## src/design/bmh_pkg.sv

```systemverilog
// ----------------------------------------------------------------------------
// bmh_pkg: shared types and constants of the binary min-heap core
// Command codes, the data and count widths, the empty-heap value, and the structs
// that are broadcast to all sorting cells or pass between neighbouring ones.
// ----------------------------------------------------------------------------
package bmh_pkg;

	localparam int unsigned DATA_W  = 32;
	localparam int unsigned COUNT_W = 7;

	localparam logic CMD_PUSH = 1'b0;
	localparam logic CMD_POP  = 1'b1;

	localparam logic signed [DATA_W-1:0] EMPTY_MIN = -32'sd1;

	// operation broadcast to every cell in the same cycle
	typedef struct packed {
		logic                     push;
		logic                     pop;
		logic signed [DATA_W-1:0] value;
	} bmh_op_t;

	// what a cell shows to its neighbours
	typedef struct packed {
		logic                     vld;
		logic signed [DATA_W-1:0] val;
		logic                     gt;   // pushed value belongs at or before this cell
	} bmh_link_t;

endpackage

```

## src/design/bmh_cell.sv

```systemverilog
// ----------------------------------------------------------------------------
// bmh_cell: one slot of the sorted cell chain
// Holds one value. On a push it keeps its value, takes the pushed value or
// takes its left neighbour's value; on a pop it takes its right neighbour's.
// ----------------------------------------------------------------------------
module bmh_cell (
	input  logic                clk,
	input  logic                arst_n,
	input  bmh_pkg::bmh_op_t    op,
	input  bmh_pkg::bmh_link_t  left,
	input  bmh_pkg::bmh_link_t  right,
	output bmh_pkg::bmh_link_t  self
);

	logic                              vld_q;
	logic signed [bmh_pkg::DATA_W-1:0] val_q;
	logic                              gt;
	logic                              vld_d;
	logic signed [bmh_pkg::DATA_W-1:0] val_d;

	// the chain is sorted and packed to the left, so gt rises once along it
	assign gt = !vld_q || (op.value < val_q);

	always_comb begin
		vld_d = vld_q;
		val_d = val_q;
		if (op.push) begin
			if (left.gt) begin
				vld_d = left.vld;
				val_d = left.val;
			end else if (gt) begin
				vld_d = 1'b1;
				val_d = op.value;
			end
		end else if (op.pop) begin
			vld_d = right.vld;
			val_d = right.val;
		end
	end

	always_ff @(posedge clk or negedge arst_n) begin
		if (!arst_n) begin
			vld_q <= 1'b0;
		end else begin
			vld_q <= vld_d;
		end
	end

	always_ff @(posedge clk) begin
		val_q <= val_d;
	end

	assign self.vld = vld_q;
	assign self.val = val_q;
	assign self.gt  = gt;

endmodule

```

## config.mk

```make
export PLATFORM = sky130hd
export DESIGN_NAME = bmh_cell
export DESIGN_NICKNAME = d
export VERILOG_FILES = /design/src/design/bmh_pkg.sv /design/src/design/bmh_cell.sv
export SDC_FILE = /design/constraint.sdc
export NUM_CORES = 1
export LEC_CHECK = 0
export BUFFER_PORTS_ARGS = -buffer_cell sky130_fd_sc_hd__buf_2
export CAP_MARGIN = 25
export CORE_MARGIN = 5
export CORE_UTILIZATION = 35
export CTS_BUF_LIST = sky130_fd_sc_hd__clkbuf_8
export CTS_CLUSTER_DIAMETER = 150
export DETAILED_ROUTE_END_ITERATION = 10
export PLACE_DENSITY = 0.7
export SLEW_MARGIN = 5
export SYNTH_ARGS = -nofsm -noshare
export SYNTH_HDL_FRONTEND = slang
export SYNTH_SLANG_ARGS = --single-unit
export TNS_END_PERCENT = 50
```

## constraint.sdc

```tcl
create_clock -name clk -period 5 [get_ports clk]
set_input_delay 0.75 -clock clk [delete_from_list [all_inputs] [get_ports clk]]
set_output_delay 0.75 -clock clk [all_outputs]
set_load 0.005 [all_outputs]
```

==> out/metrics.csv <==
stage,metric,value,unit
detailed_routing,drt_iter0_markers,36,
synth,syn_area,2521,um2
hold_path,hold_class,input port to async pin,
global_routing,antenna_found_initial,0,
pwr,pwr-share-seq,43.5,%
pwr,p_int,0.5876,mW
synth,synth_most_common_cell,a21oi_1,
detailed_routing,vias,2345,
global_routing,track_usage,15.23,%
detailed_routing,drtAntennaViolNets,0,
job,drv_cap,0,
place,dp_hpwl,5.664,mm
pwr,netSwitchingPower,0.2372,mW
floorplanning,start_util,35.33,%
cts,hold_buffers,0,
timing,fin_tns_setup,0,ns
global_routing,grt_pass1_vias,2315,
global_routing,gr-total-overflow,0,
cts,clk_path_buf_depth,2,
synth,synth_seq_area_share,39.11,%
timing,worst_pin_slew,0.7552,ns
cts,cts-root-buf,clkbuf_8,
detailed_routing,drc,0,
cts,postCtsResizedCells,0,
timing,period_share,67.23,%
worst_setup_path,critPathLaunchType,input port,
cts,clock_latency,0.28,ns
worst_setup_path,required,4.25,ns
synth,synth_warnings,0,
finish,antennaDiodeCount,0,
cts,clk_pin_slew,0.07,ns
timing,max_freq,297.5,MHz
synth,yosys-top-cells-area,"edfxtp_1 38%, ha_1 15%, mux2i_1 13%",
detailed_routing,routedWlPerCell,13.72,um
status,status,"finished, final reports clean",
detailed_routing,routed_wirelength,6.821,mm
place,port_buffers,136,
global_routing,grt_pass1_wl,10.57,mm
worst_setup_path,cp_common_cell,buf_2,
detailed_routing,firstDrtPassIters,4,
synth,synth_edf_count,32,
synth,synth_flop_cell,edfxtp_1,
worst_setup_path,max_stage_delay,0.43,ns
timing,setup_viol,0,
timing,rsz0062_at_grt,no,
worst_setup_path,crit_fanout,4,
pwr,clkPwrFrac,26.7,%
pwr,p_leak,1.777,nW
pwr,combPwrFrac,29.8,%
synth,synth_common_cells,"44 x a21oi_1, 36 x nor2_1, 33 x mux2i_1",
timing,max_slew_margin,49.65,%
floorplanning,dieHeight,94.87,um
cts,cts_made_buffers,5,
pwr,p_sw_share,28.75,%
synth,yosysTopAreaCell,edfxtp_1,
worst_setup_path,cp.arrival,2.61,ns
cts,cts_setup_buffers,0,
timing,whs,0.2349,ns
timing,hold_viol_final,0,
floorplanning,core,7137,um2
cts,cts_tree,yes,
pwr,finalPower,0.8248,mW
floorplanning,io_pins,138,
finish,layout-drive-gt1-share,37.94,%
finish,n_fill_cell,745,
finish,finalNetCount,532,
synth,synth_nets,400,
cts,clock-sinks,33,
detailed_routing,via_per_inst,4.718,
pwr,peakVddDrop,90.75,uV
worst_setup_path,path_class,input port to output pin,
worst_setup_path,end_kind,output pin,
pwr,p_per_area,242.7,nW/um2
synth,async_flop_share,3.030,%
synth,syn_inst,265,
timing,drv_slew,0,
synth,ys_types,36,
synth,ys_ff_latch,33,
global_routing,grt_max_degree,70,
worst_setup_path,path_cells,buf_2 > ha_1 > nand4_2 > nor4_1 > nand4_1 > a31oi_1 > nor2_1 > mux2i_1 > buf_2,
worst_setup_path,critPathSlowestCell,nor4_1,
synth,yosysTopAreaCellShare,38.11,%
floorplanning,core.rowCount,31,
timing,skew,0.003600,ns
floorplanning,die-width,94.87,um
finish,areaGrowthSynthToFinish,34.79,%
place,place.gp.congestion,0.7672,
cts,cts.htree.levels,2,
timing,post-route-min-period,3.361,ns
synth,avgSynthCellArea,9.514,um2
floorplanning,die_area,9000,um2
==> state kept, by name (all words and copies together), names as in the netlist <==
register	flops
val_q	32
vld_q	1
==> cell type report <==
class / instances / area, um2 / share of cell area, %
well taps: 99 / 123.9 / 3.645
inverters: 32 / 120.1 / 3.535
clock buffers: 7 / 96.34 / 2.835
repair buffers: 139 / 715.7 / 21.06
flip-flops and latches: 33 / 985.9 / 29.01
multi-input cells: 186 / 1351 / 39.76
clock inverters: 1 / 5.005 / 0.1473
==> kinds of logic after synthesis <==
logic type / synth area share (%)
fa+ha+maj: 15.38
simple gates: 11.12
compound gates: 13.55
buf+inv: 7.295
flops: 39.11
mux: 13.55
==> per-stage QoR <==
| stage | setup slack (ns) | area (um2) | std cells | util [%] |
|---|---|---|---|---|
| 2_1_floorplan | 1.899 | 2521 | 265 | - |
| 3_5_place_dp | 1.489 | 3297 | 489 | 46.20 |
| 4_1_cts | 1.596 | 3398 | 497 | 47.62 |
| 3_3_place_gp | 1.522 | 3297 | 489 | 46.20 |
| 5_1_grt | 1.440 | 3398 | 497 | 47.62 |
| 6_report | 1.639 | 3398 | 497 | 47.62 |
==> power groups by stage <==
stage | combinational, mW | clock [mW] | sequential (mW)
after global placement | 0.243 | 0 | 0.364
final | 0.245 | 0.220 | 0.359
after CTS | 0.251 | 0.233 | 0.359
after floorplan | 0.135 | 0 | 0.368
after detailed placement | 0.250 | 0 | 0.365
after global routing | 0.281 | 0.243 | 0.364
==> cells in the final DEF (no fill, tap or decap), types with 2 or more instances in the layout <==
| cell type | count |
|---|---|
| ha_1 | 31 |
| inv_1 | 32 |
| buf_4 | 2 |
| mux2i_1 | 33 |
| nor2_1 | 36 |
| nand2_1 | 10 |
| nand4_1 | 2 |
| o21ai_0 | 5 |
| buf_2 | 136 |
| edfxtp_1 | 32 |
| nand3_1 | 2 |
| a21oi_1 | 44 |
| and2_1 | 2 |
| clkbuf_8 | 7 |
==> path summary, 6_finish.rpt <==
path	start	to	slack (ns)	cells past startpoint
max in group asynchronous	arst_n	vld_q$_DFFE_PN0P_	4.68	1
worst min register to register	vld_q$_DFFE_PN0P_	vld_q$_DFFE_PN0P_	0.71	2
min in group clk	vld_q$_DFFE_PN0P_	vld_q$_DFFE_PN0P_	0.71	2
worst min-delay path	arst_n	vld_q$_DFFE_PN0P_	0.23	1
worst max register to register	val_q[31]$_DFFE_PP_	val_q[18]$_DFFE_PP_	2.06	9
worst max-delay path	op[31]	self[0]	1.64	9
==> routing by layer <==
layer,up-vias,GRT usage (%),share of wire [%]
met1,1048,17.30,41
met4,0,4.688,1.5
met3,8,4.064,7.1
met5,-,0,0
li1,1210,-,-
met2,79,27.66,51
==> worst max-delay path, delay by kind of cell <==
family                   cells  cell delay (ns)
AND/OR/NAND/NOR              4             0.88
adder cells (fa/ha/maj)      1             0.34
buffers and inverters        2             0.26
AO/OA/AOI/OAI                1             0.24
multiplexers                 1             0.14
Note: power is estimated with default switching activity, not from simulation.
